--- src/design/assert_macros.svh ---
// Assertion helpers used by the top-level design file.
`ifndef ASSERT_MACROS_SVH
`define ASSERT_MACROS_SVH

`ifndef SYNTH

`define ASSERT_SAME(lbl, clk, rst_n, ante, cons) \
    lbl: assert property (@(posedge clk) disable iff (!rst_n) (ante) |-> (cons)) \
        else $error("same-cycle check failed");

`define ASSERT_NEXT(lbl, clk, rst_n, ante, cons) \
    lbl: assert property (@(posedge clk) disable iff (!rst_n) (ante) |=> (cons)) \
        else $error("next-cycle check failed");

`else

`define ASSERT_SAME(lbl, clk, rst_n, ante, cons)

`define ASSERT_NEXT(lbl, clk, rst_n, ante, cons)

`endif

`endif

--- src/design/ahef_pkg.sv ---
package ahef_pkg;

    localparam int RateW = 18;

    localparam logic [RateW-1:0] RATE_RESET_HZ = 18'd12000;
    localparam logic [RateW-1:0] RATE_HIGH_HZ  = 18'd12000;
    localparam logic [RateW-1:0] RATE_MID_HZ   = 18'd8000;

    localparam logic [1:0] LP_SHIFT_HIGH  = 2'd3;
    localparam logic [1:0] LP_SHIFT_MID   = 2'd2;
    localparam logic [1:0] LP_SHIFT_LOW   = 2'd1;
    localparam logic [2:0] ENV_SHIFT_HIGH = 3'd7;
    localparam logic [2:0] ENV_SHIFT_MID  = 3'd6;
    localparam logic [2:0] ENV_SHIFT_LOW  = 3'd5;

    localparam logic [7:0] ENV_MAX = 8'd128;

    typedef struct packed {
        logic [7:0] sample;
        logic       clear_state;
    } t_in_beat;

    typedef struct packed {
        logic [7:0] filtered_sample;
        logic [7:0] envelope_level;
    } t_out_beat;

    typedef struct packed {
        logic [1:0] lp_shift;
        logic [2:0] env_shift;
    } t_shifts;

endpackage

--- src/design/ahef_shift_sel.sv ---
module ahef_shift_sel (
    input  logic [ahef_pkg::RateW-1:0] i_sample_rate,
    output ahef_pkg::t_shifts          o_shifts
);

    always_comb begin
        if (i_sample_rate >= ahef_pkg::RATE_HIGH_HZ) begin
            o_shifts.lp_shift  = ahef_pkg::LP_SHIFT_HIGH;
            o_shifts.env_shift = ahef_pkg::ENV_SHIFT_HIGH;
        end else if (i_sample_rate >= ahef_pkg::RATE_MID_HZ) begin
            o_shifts.lp_shift  = ahef_pkg::LP_SHIFT_MID;
            o_shifts.env_shift = ahef_pkg::ENV_SHIFT_MID;
        end else begin
            o_shifts.lp_shift  = ahef_pkg::LP_SHIFT_LOW;
            o_shifts.env_shift = ahef_pkg::ENV_SHIFT_LOW;
        end
    end

endmodule

--- src/design/ahef_calc.sv ---
module ahef_calc (
    input  ahef_pkg::t_in_beat   i_beat,
    input  ahef_pkg::t_shifts    i_shifts,
    input  logic signed [7:0]    i_lp_acc,
    input  logic [7:0]           i_env_acc,
    output logic signed [7:0]    o_lp_acc_next,
    output logic [7:0]           o_env_acc_next,
    output ahef_pkg::t_out_beat  o_beat
);

    logic signed [7:0] x;
    logic signed [7:0] lp_cur;
    logic [7:0]        env_cur;
    logic signed [9:0] lp_diff;
    logic signed [9:0] lp_step;
    logic signed [9:0] lp_sum;
    logic signed [7:0] lp_new;
    logic signed [9:0] hp;
    logic [8:0]        mag;
    logic signed [9:0] env_diff;
    logic signed [9:0] env_step;
    logic signed [9:0] env_sum;
    logic [7:0]        env_new;
    logic [6:0]        env_lvl;

    // recenter: sample - 128 is the sample with its top bit flipped
    assign x       = $signed({~i_beat.sample[7], i_beat.sample[6:0]});
    assign lp_cur  = i_beat.clear_state ? 8'sd0 : i_lp_acc;
    assign env_cur = i_beat.clear_state ? 8'd0 : i_env_acc;

    assign lp_diff = $signed({{2{x[7]}}, x}) - $signed({{2{lp_cur[7]}}, lp_cur});
    assign lp_step = lp_diff >>> i_shifts.lp_shift;
    assign lp_sum  = $signed({{2{lp_cur[7]}}, lp_cur}) + lp_step;
    assign lp_new  = lp_sum[7:0];

    assign hp = $signed({{2{x[7]}}, x}) - $signed({{2{lp_new[7]}}, lp_new}) + 10'sd128;

    // magnitude of the new low-pass value, 0..128
    assign mag = lp_new[7] ? (9'd0 - {1'b1, lp_new}) : {1'b0, lp_new};

    assign env_diff = $signed({1'b0, mag}) - $signed({2'b00, env_cur});
    assign env_step = env_diff >>> i_shifts.env_shift;
    assign env_sum  = $signed({2'b00, env_cur}) + env_step;

    always_comb begin
        if (env_sum < 10'sd0) begin
            env_new = 8'd0;
        end else begin
            env_new = env_sum[7:0];
        end
        env_lvl = (env_new > 8'd127) ? 7'd127 : env_new[6:0];

        if (hp < 10'sd0) begin
            o_beat.filtered_sample = 8'd0;
        end else if (hp > 10'sd255) begin
            o_beat.filtered_sample = 8'd255;
        end else begin
            o_beat.filtered_sample = hp[7:0];
        end
        o_beat.envelope_level = {env_lvl, 1'b0};
    end

    assign o_lp_acc_next  = lp_new;
    assign o_env_acc_next = env_new;

endmodule

--- src/design/audio_highpass_envelope_follower.sv ---
// A beat accepted into the input register moves to the output register, where
// its result is offered, once the output stage can advance.
// Throughput: one sample per cycle while i_out_stall allows; the filter state
// loop is combinational adds and shifts from input to result/state registers.
// Reset (synchronous, active low): empties both stages, clears both filter
// accumulators and sets the sample rate register to 12000 Hz.
`include "assert_macros.svh"

module audio_highpass_envelope_follower (
    input  logic                        i_clk,
    input  logic                        i_rst_n,
    input  logic                        i_cfg_we,
    input  logic [ahef_pkg::RateW-1:0]  i_cfg_wdata,
    input  logic                        i_in_valid,
    output logic                        o_in_stall,
    input  ahef_pkg::t_in_beat          i_in_data,
    output logic                        o_out_valid,
    input  logic                        i_out_stall,
    output ahef_pkg::t_out_beat         o_out_data
);

    logic [ahef_pkg::RateW-1:0] r_sample_rate;
    logic                       r_in_valid;
    ahef_pkg::t_in_beat         r_in_beat;
    logic                       r_out_valid;
    ahef_pkg::t_out_beat        r_out_beat;
    logic signed [7:0]          r_lp_acc;
    logic [7:0]                 r_env_acc;

    logic                       n_in_valid;
    logic signed [7:0]          n_lp_acc;
    logic [7:0]                 n_env_acc;
    ahef_pkg::t_out_beat        n_out_beat;
    ahef_pkg::t_shifts          shifts;
    logic                       advance;
    logic                       load;
    logic                       commit;

    assign advance    = !r_out_valid || !i_out_stall;
    assign o_in_stall = r_in_valid && !advance;
    assign load       = i_in_valid && !o_in_stall;
    assign commit     = r_in_valid && advance;

    always_comb begin
        if (load) begin
            n_in_valid = 1'b1;
        end else if (advance) begin
            n_in_valid = 1'b0;
        end else begin
            n_in_valid = r_in_valid;
        end
    end

    ahef_shift_sel u_shift_sel (
        .i_sample_rate (r_sample_rate),
        .o_shifts      (shifts)
    );

    ahef_calc u_calc (
        .i_beat         (r_in_beat),
        .i_shifts       (shifts),
        .i_lp_acc       (r_lp_acc),
        .i_env_acc      (r_env_acc),
        .o_lp_acc_next  (n_lp_acc),
        .o_env_acc_next (n_env_acc),
        .o_beat         (n_out_beat)
    );

    always_ff @(posedge i_clk) begin
        if (!i_rst_n) begin
            r_sample_rate <= ahef_pkg::RATE_RESET_HZ;
            r_in_valid    <= 1'b0;
            r_out_valid   <= 1'b0;
            r_lp_acc      <= 8'sd0;
            r_env_acc     <= 8'd0;
        end else begin
            if (i_cfg_we) begin
                r_sample_rate <= i_cfg_wdata;
            end
            r_in_valid <= n_in_valid;
            if (advance) begin
                r_out_valid <= r_in_valid;
            end
            // commit filter state only when the beat moves to the output
            if (commit) begin
                r_lp_acc  <= n_lp_acc;
                r_env_acc <= n_env_acc;
            end
        end
    end

    always_ff @(posedge i_clk) begin
        if (load) begin
            r_in_beat <= i_in_data;
        end
        if (commit) begin
            r_out_beat <= n_out_beat;
        end
    end

    assign o_out_valid = r_out_valid;
    assign o_out_data  = r_out_beat;

    `ASSERT_SAME(a_stall_needs_beat, i_clk, i_rst_n, o_in_stall, r_in_valid)
    `ASSERT_NEXT(a_advance_fills_out, i_clk, i_rst_n, commit, r_out_valid)
    `ASSERT_NEXT(a_state_holds, i_clk, i_rst_n, !commit, $stable(r_lp_acc) && $stable(r_env_acc))
    `ASSERT_SAME(a_env_bound, i_clk, i_rst_n, 1'b1, r_env_acc <= ahef_pkg::ENV_MAX)

endmodule
--- config.mk ---
export PLATFORM = sky130hd
export DESIGN_NAME = audio_highpass_envelope_follower
export DESIGN_NICKNAME = d
export VERILOG_FILES = /design/src/design/ahef_pkg.sv /design/src/design/ahef_shift_sel.sv /design/src/design/ahef_calc.sv /design/src/design/audio_highpass_envelope_follower.sv
export VERILOG_INCLUDE_DIRS = /design/src /design/src/design
export SDC_FILE = /design/constraint.sdc
export NUM_CORES = 1
export LEC_CHECK = 0
export ABC_AREA = 1
export BUFFER_PORTS_ARGS = -buffer_cell sky130_fd_sc_hd__clkbuf_2
export CAP_MARGIN = 15
export CORE_UTILIZATION = 60
export CTS_CLUSTER_SIZE = 16
export DETAILED_ROUTE_END_ITERATION = 10
export GPL_ROUTABILITY_DRIVEN = 0
export GPL_TIMING_DRIVEN = 0
export HOLD_SLACK_MARGIN = 0.03
export PLACE_DENSITY = 0.93
export SYNTH_ARGS = -nofsm -noshare
export SYNTH_HDL_FRONTEND = slang
export SYNTH_SLANG_ARGS = --single-unit
export TNS_END_PERCENT = 20
--- constraint.sdc ---
create_clock -name i_clk -period 16.2 [get_ports i_clk]
set_input_delay 0 -clock i_clk [delete_from_list [all_inputs] [get_ports i_clk]]
set_output_delay 0 -clock i_clk [all_outputs]
set_load 0.03 [all_outputs]
# ---- Word level (Yosys, flattened, before mapping)
# Cells that the tools add are included.
dict set report word_totals {
  ff_bits 60
  in_bits 32
  wordCells 43
}
dict set report op_classes {
  addsub 7
  magnitude_cmp 6
  shifts 2
  n_mux 9
  bitwise_logic 1
  n_reduce_logical 9
}
# operator count
set ops {}
lappend ops {{2-to-1 mux 8 bit} 4}
lappend ops {{< comparator 10 x 1 -> 1 bit (second input constant)} 2}
lappend ops {{greater-or-equal comparator 18 x 13 -> 1 bit (second input constant)} 1}
lappend ops {{greater-or-equal comparator 18 x 14 -> 1 bit (second input constant)} 1}
lappend ops {{subtractor 8 x 8 -> 9 bit} 2}
lappend ops {{adder 10 x 9 -> 10 bit (second input constant)} 1}
lappend ops {{adder 9 x 10 -> 10 bit} 1}
lappend ops {{greater-than comparator 10 x 9 -> 1 bit (second input constant)} 1}
lappend ops {{2-to-1 mux 5 bit} 2}
lappend ops {{>>> shifter 10 x 2 -> 8 bit} 1}
lappend ops {{>>> shifter 10 x 3 -> 10 bit} 1}
lappend ops {{subtractor 9 x 8 -> 10 bit} 1}
lappend ops {{2-to-1 mux 9 bit} 1}
lappend ops {{subtractor 1 x 9 -> 9 bit (first input constant)} 1}
lappend ops {{adder 8 bit} 1}
lappend ops {{greater-than comparator 8 x 7 -> 1 bit (second input constant)} 1}
lappend ops {{zero test 1 bit} 4}
lappend ops {{logical AND 1 bit} 3}
lappend ops {{2-to-1 mux 1 bit} 2}
lappend ops {{nonzero test 2 bit} 1}
lappend ops {{logical OR 1 bit} 1}
lappend ops {{inverter 1 bit} 1}

# ---- Longest topological paths before layout
dict set report depth {
  word_depth 13
  ltp_mapped 48
  ltp_nobuf 48
}

# ---- Modules after synthesis
# Synthesis repeated with hierarchy kept, for this count alone.
dict set report unflattened {
  hier_cells 747
  hier_area_um2 5265.0
}
# mod instances cells_each area_per_inst_um2
set modules_own_cells {}
lappend modules_own_cells {ahef_calc 1 502 2905.3}
lappend modules_own_cells {audio_highpass_envelope_follower 1 221 2249.7}
lappend modules_own_cells {ahef_shift_sel 1 24 110.1}

# ---- Worst setup path after synthesis
# OpenSTA, ideal clock, no wires.
dict set report synth_path {
  path_kind {register -> register}
  startpoint {reg r_in_beat[0] in the netlist's numbering}
  endpoint {reg r_out_beat (netlist bit o_out_data[5]), data pin}
  arrival_time_ns 5.536
  required_ns 15.944
  path_slack_ns 10.407
  stages_incl_launch_ff 40
  n_path_buf 1
  period_less_slack_ns 5.793
  cell_sequence {edfxtp_1 -> buf_6 -> nor2_1 -> inv_1 -> ha_1 -> a21oi_1 -> nand2_1 -> xor2_1 -> inv_1 -> o21ai_0 -> nand2_1 -> o21ai_0 -> ha_1 -> inv_1 -> fa_1 -> ha_1 -> inv_1 -> nor2_1 -> [... 4 more ...] -> nand2_1 -> nand2_1 -> inv_1 -> ha_1 -> a21o_1 -> a31oi_1 -> nand3_1 -> nand2_1 -> nand2_1 -> nand3_1 -> nand2_1 -> ha_1 -> fa_1 -> a31oi_1 -> xor2_1 -> inv_1 -> nand3_1 -> nand2_1}
}
dict set report synth_via {
  elab_chain_cells 12
  word_cells_on_any_way 13
  cone_classes {add/sub (5); order compare (2); shift (2); mux (4)}
}
# element line
set synth_rtl {}
lappend synth_rtl {{start: declaration} audio_highpass_envelope_follower.sv:24} ;# ahef_pkg::t_in_beat r_in_beat;
lappend synth_rtl {{start signal: assignment} audio_highpass_envelope_follower.sv:94} ;# r_in_beat <= i_in_data;
lappend synth_rtl {{2-to-1 mux 8 bit} ahef_calc.sv:28} ;# assign lp_cur = i_beat.clear_state ? 8'sd0 : i_lp_acc;
lappend synth_rtl {{subtractor 8 x 8 -> 9 bit} ahef_calc.sv:31} ;# assign lp_diff = $signed({{2{x[7]}}, x}) - $signed({{2{lp_cur[7]}}, lp_cur});
lappend synth_rtl {{>>> shifter 10 x 2 -> 8 bit} ahef_calc.sv:32} ;# assign lp_step = lp_diff >>> i_shifts.lp_shift;
lappend synth_rtl {{adder 8 bit} ahef_calc.sv:33} ;# assign lp_sum = $signed({{2{lp_cur[7]}}, lp_cur}) + lp_step;
lappend synth_rtl {{subtractor 1 x 9 -> 9 bit} ahef_calc.sv:39} ;# assign mag = lp_new[7] ? (9'd0 - {1'b1, lp_new}) : {1'b0, lp_new};
lappend synth_rtl {{2-to-1 mux 9 bit} ahef_calc.sv:39}
lappend synth_rtl {{subtractor 9 x 8 -> 10 bit} ahef_calc.sv:41} ;# assign env_diff = $signed({1'b0, mag}) - $signed({2'b00, env_cur});
lappend synth_rtl {{>>> shifter 10 x 3 -> 10 bit} ahef_calc.sv:42} ;# assign env_step = env_diff >>> i_shifts.env_shift;
lappend synth_rtl {{adder 9 x 10 -> 10 bit *} ahef_calc.sv:43} ;# assign env_sum = $signed({2'b00, env_cur}) + env_step;
lappend synth_rtl {{< comparator 10 x 1 -> 1 bit} ahef_calc.sv:46} ;# if (env_sum < 10'sd0) begin
lappend synth_rtl {{2-to-1 mux 8 bit *} ahef_calc.sv:46}
lappend synth_rtl {{greater-than comparator 8 x 7 -> 1 bit} ahef_calc.sv:51} ;# env_lvl = (env_new > 8'd127) ? 7'd127 : env_new[6:0];
lappend synth_rtl {{end signal: assignment} audio_highpass_envelope_follower.sv:97} ;# r_out_beat <= n_out_beat;
lappend synth_rtl {{end: declaration} audio_highpass_envelope_follower.sv:26} ;# ahef_pkg::t_out_beat r_out_beat;
# Every way passes the cells marked *; elsewhere a longest branch is shown, timed or not.
# A chain may end at the register's enable or synchronous reset.

# ---- Worst setup path in the final report
dict set report layout_path {
  startpoint {reg r_in_beat[0] in the netlist's numbering}
  endpoint {reg r_out_beat (netlist bit o_out_data[3]), data pin}
}
# Same word-level chain as after synthesis.

==> results.md <==
- Final setup violating endpoints: 0
- Clock Pin Slew Worst Setup and Hold Paths: 0.10 ns
- GR Util All Layers: 28.79%
- Ys flop type: dfxtp_1
- Die area: 7700 um2
- Crit path from: r_in_beat[0]
- HPWL Detailed: 8.179 mm
- CTS tree: done
- First-pass GRT wire length: 17.39 mm
- Worst path most repeated cell: nand2_1
- Crit path kind: flip-flop to flip-flop
- Worst endpoint required time: 16.27 ns
- FFs w/ async S/R, synth: 0%
- DIE WIDTH: 87.75 um
- VDD IR max: 0.07211 mV
- Leakage power: 2.685 nW
- DRC Markers: 0
- Top post-synthesis cells by count: nand2_1 (167), inv_1 (100), nand3_1 (52), a21oi_1 (49), ha_1 (42)
- Busiest grt layer: met2
- Area Growth Syn to Fin: 15.68%
- H-tree depth: 2
- Root buffer cell: clkbuf_8
- Crit Path Max Fanout: 9
- Worst Tran Pin Value: 0.5220 ns
- Startpoint Class: flip-flop
- Outcome: complete, no violations
- Synth cell types: 38
- Power per cell area: 140.5 nW/um2
- Via count: 4389
- CTS-repair resized insts: 0
- RSZ-0062 raised after global routing: no
- Design Area, Final: 5104 um2
- Most common cell in the synthesized netlist: nand2_1
- Initial antenna violation count: 0
- Site row count: 30
- Min cycle time layout: 6.986 ns
- Post-route non-filler standard cell count: 796
- Post-synthesis sequential area ratio: 30.40%
- CTS Buf Count: 5
- Max-slew violation count: 0
- Bufs on Longest Clock Path: 2
- Max transition margin: 64.83%
- Inserted Diodes: 0
- Met3 Resource Use GR: 3.016%
- Top cells by area, synth: edfxtp_1 (16%), nand2_1 (14%), dfxtp_1 (14%)
- Hold Crit Start: i_cfg_we
- Pin count of the biggest net entering global routing: 25
- Yosys warning total: 0
- Post-CTS Setup Bufs: 0
- Post-synth EDFFs: 24
- CP max stage cell: fa_1
- Gr ovfl total: 0
- Vias per cell: 5.514
- Core area: 6944 um2
- Clock sink total: 55
- Number of fill cells: 533
- Total routed wirelength: 10.81 mm
- IO Pins: 50
- Detailed Routing Iterations Pass 1: 5
- TNS Setup: 0 ns
- Met1 usage: 34.88%
- Share of layout cells above drive strength 1: 11.29%
- Placed cells: 763
- Worst Skew: 0.006155 ns
- Starting Density: 63.53%
- Max-cap violation count: 0
- Final hold violation count: 0
- DRT iter0 DRCs: 271
- Post-route antenna net violation count: 0
- Crit. End Element: flip-flop
- FF+latch count, synth: 55
- Max Clk Rate: 143.1 MHz
- Nets: 777
- Syn Inst Count: 625
- R2R Path Start: r_in_beat[0]
- Vias in the first global route: 4039
- Hold_ws: 0.03071 ns
- Syn Nets: 703
- Vert. Die Dim: 87.75 um
- Area post-placement: 4742 um2
- Largest area contributor in the netlist: edfxtp_1
- I/O Buffers: 42
- Type of the most critical hold path: input port to flip-flop
- Crit path DAT: 7.06 ns
- Crit share post-route: 43.13%
- Worst-skew pair later-pin latency: 0.32 ns
- Mapped Area: 4412 um2
- Met2 Use GR: 51.37%
- Syn avg cell area: 7.059 um2
- Largest stage delay, worst path: 0.69 ns
- Synth top area share: 16.34%
- Post-DR wirelength/cell: 13.58 um
-- worst max-delay path: cells and delay by family (launching register included) --
family / cells / cell delay (ns)
flops: 1 / 0.37
fa+ha+maj: 6 / 2.32
buf+inv: 7 / 0.75
compound gates: 7 / 1.29
xor+xnor: 1 / 0.24
simple gates: 18 / 1.80
-- sequential cells by signal (all words and copies together) (netlist names) --
register,cells
o_out_valid,1
r_in_valid,1
r_lp_acc,8
r_sample_rate,13
r_env_acc,8
o_out_data,15
r_in_beat,9
-- routing by layer --
metal	part of all wire [%]	vias up
met5	0	-
met4	3.8	0
met3	5.8	43
met1	42	1991
li1	-	2171
met2	48	184
-- what timing repair did --
item	CTS	global route
hold buffers	24	0
endpoints found under the hold margin	24	0
endpoints found under the setup margin	0	0
-- area by class of cell --
cell class / count / area [um2] / share of cell area [%]
multi-input cells: 450 / 2601 / 50.97
flip-flops and latches: 55 / 1341 / 26.28
repair buffers: 67 / 465.4 / 9.120
inverters: 106 / 397.9 / 7.796
well taps: 96 / 120.1 / 2.354
clock buffers: 7 / 97.59 / 1.912
plain buffers: 14 / 71.32 / 1.397
clock inverters: 1 / 8.758 / 0.1716
-- final timing paths --
kind              slack, ns  cells after the start           endpoint
hold reg to reg        0.47                      2  r_sample_rate[15]
setup reg to reg       9.21                     39      o_out_data[3]
hold / removal         0.03                      3   r_sample_rate[8]
setup / recovery       9.21                     39      o_out_data[3]
-- through the flow --
step | power (mW) | util [%] | worst slack [ns]
after global placement | 0.5946 | 68.29 | 9.683
after global routing | 0.7736 | 73.50 | 8.759
after detailed placement | 0.6152 | 68.29 | 9.442
after CTS | 0.7083 | 73.28 | 9.395
after floorplan | 0.5236 | - | 10.41
final | 0.7168 | 73.50 | 9.214
-- placed cells by master, fill, tap and decap left out, drive strengths merged, types with 12 or more instances in the layout --
master,instances
a21oi,51
clkbuf,60
dfxtp,31
dlygate4sd3,24
edfxtp,24
ha,42
inv,105
nand2,174
nand3,59
nor2,35
o21ai,34
xor2,12
-- kinds of logic (layout without fill, tap and decap cells) --
kind of cell | after synthesis | in the layout | synth area share (%)
DFF | 55 | 55 | 30.40
adders and majority gates | 46 | 46 | 13.73
and+or+nand+nor | 288 | 288 | 29.75
xor gates and xnor gates | 16 | 16 | 3.176
other | 1 | 1 | 0.08500
AOI/OAI and AO/OA | 99 | 99 | 12.22
buffers and inverters | 120 | 195 | 10.64
-- report_power, final --
group          switching [mW]  internal [mW]  total [mW]
combinational           0.286          0.154       0.440
clock                  0.0468         0.0406      0.0875
sequential            0.00763          0.182       0.189
(Power assumes the default switching activity.)
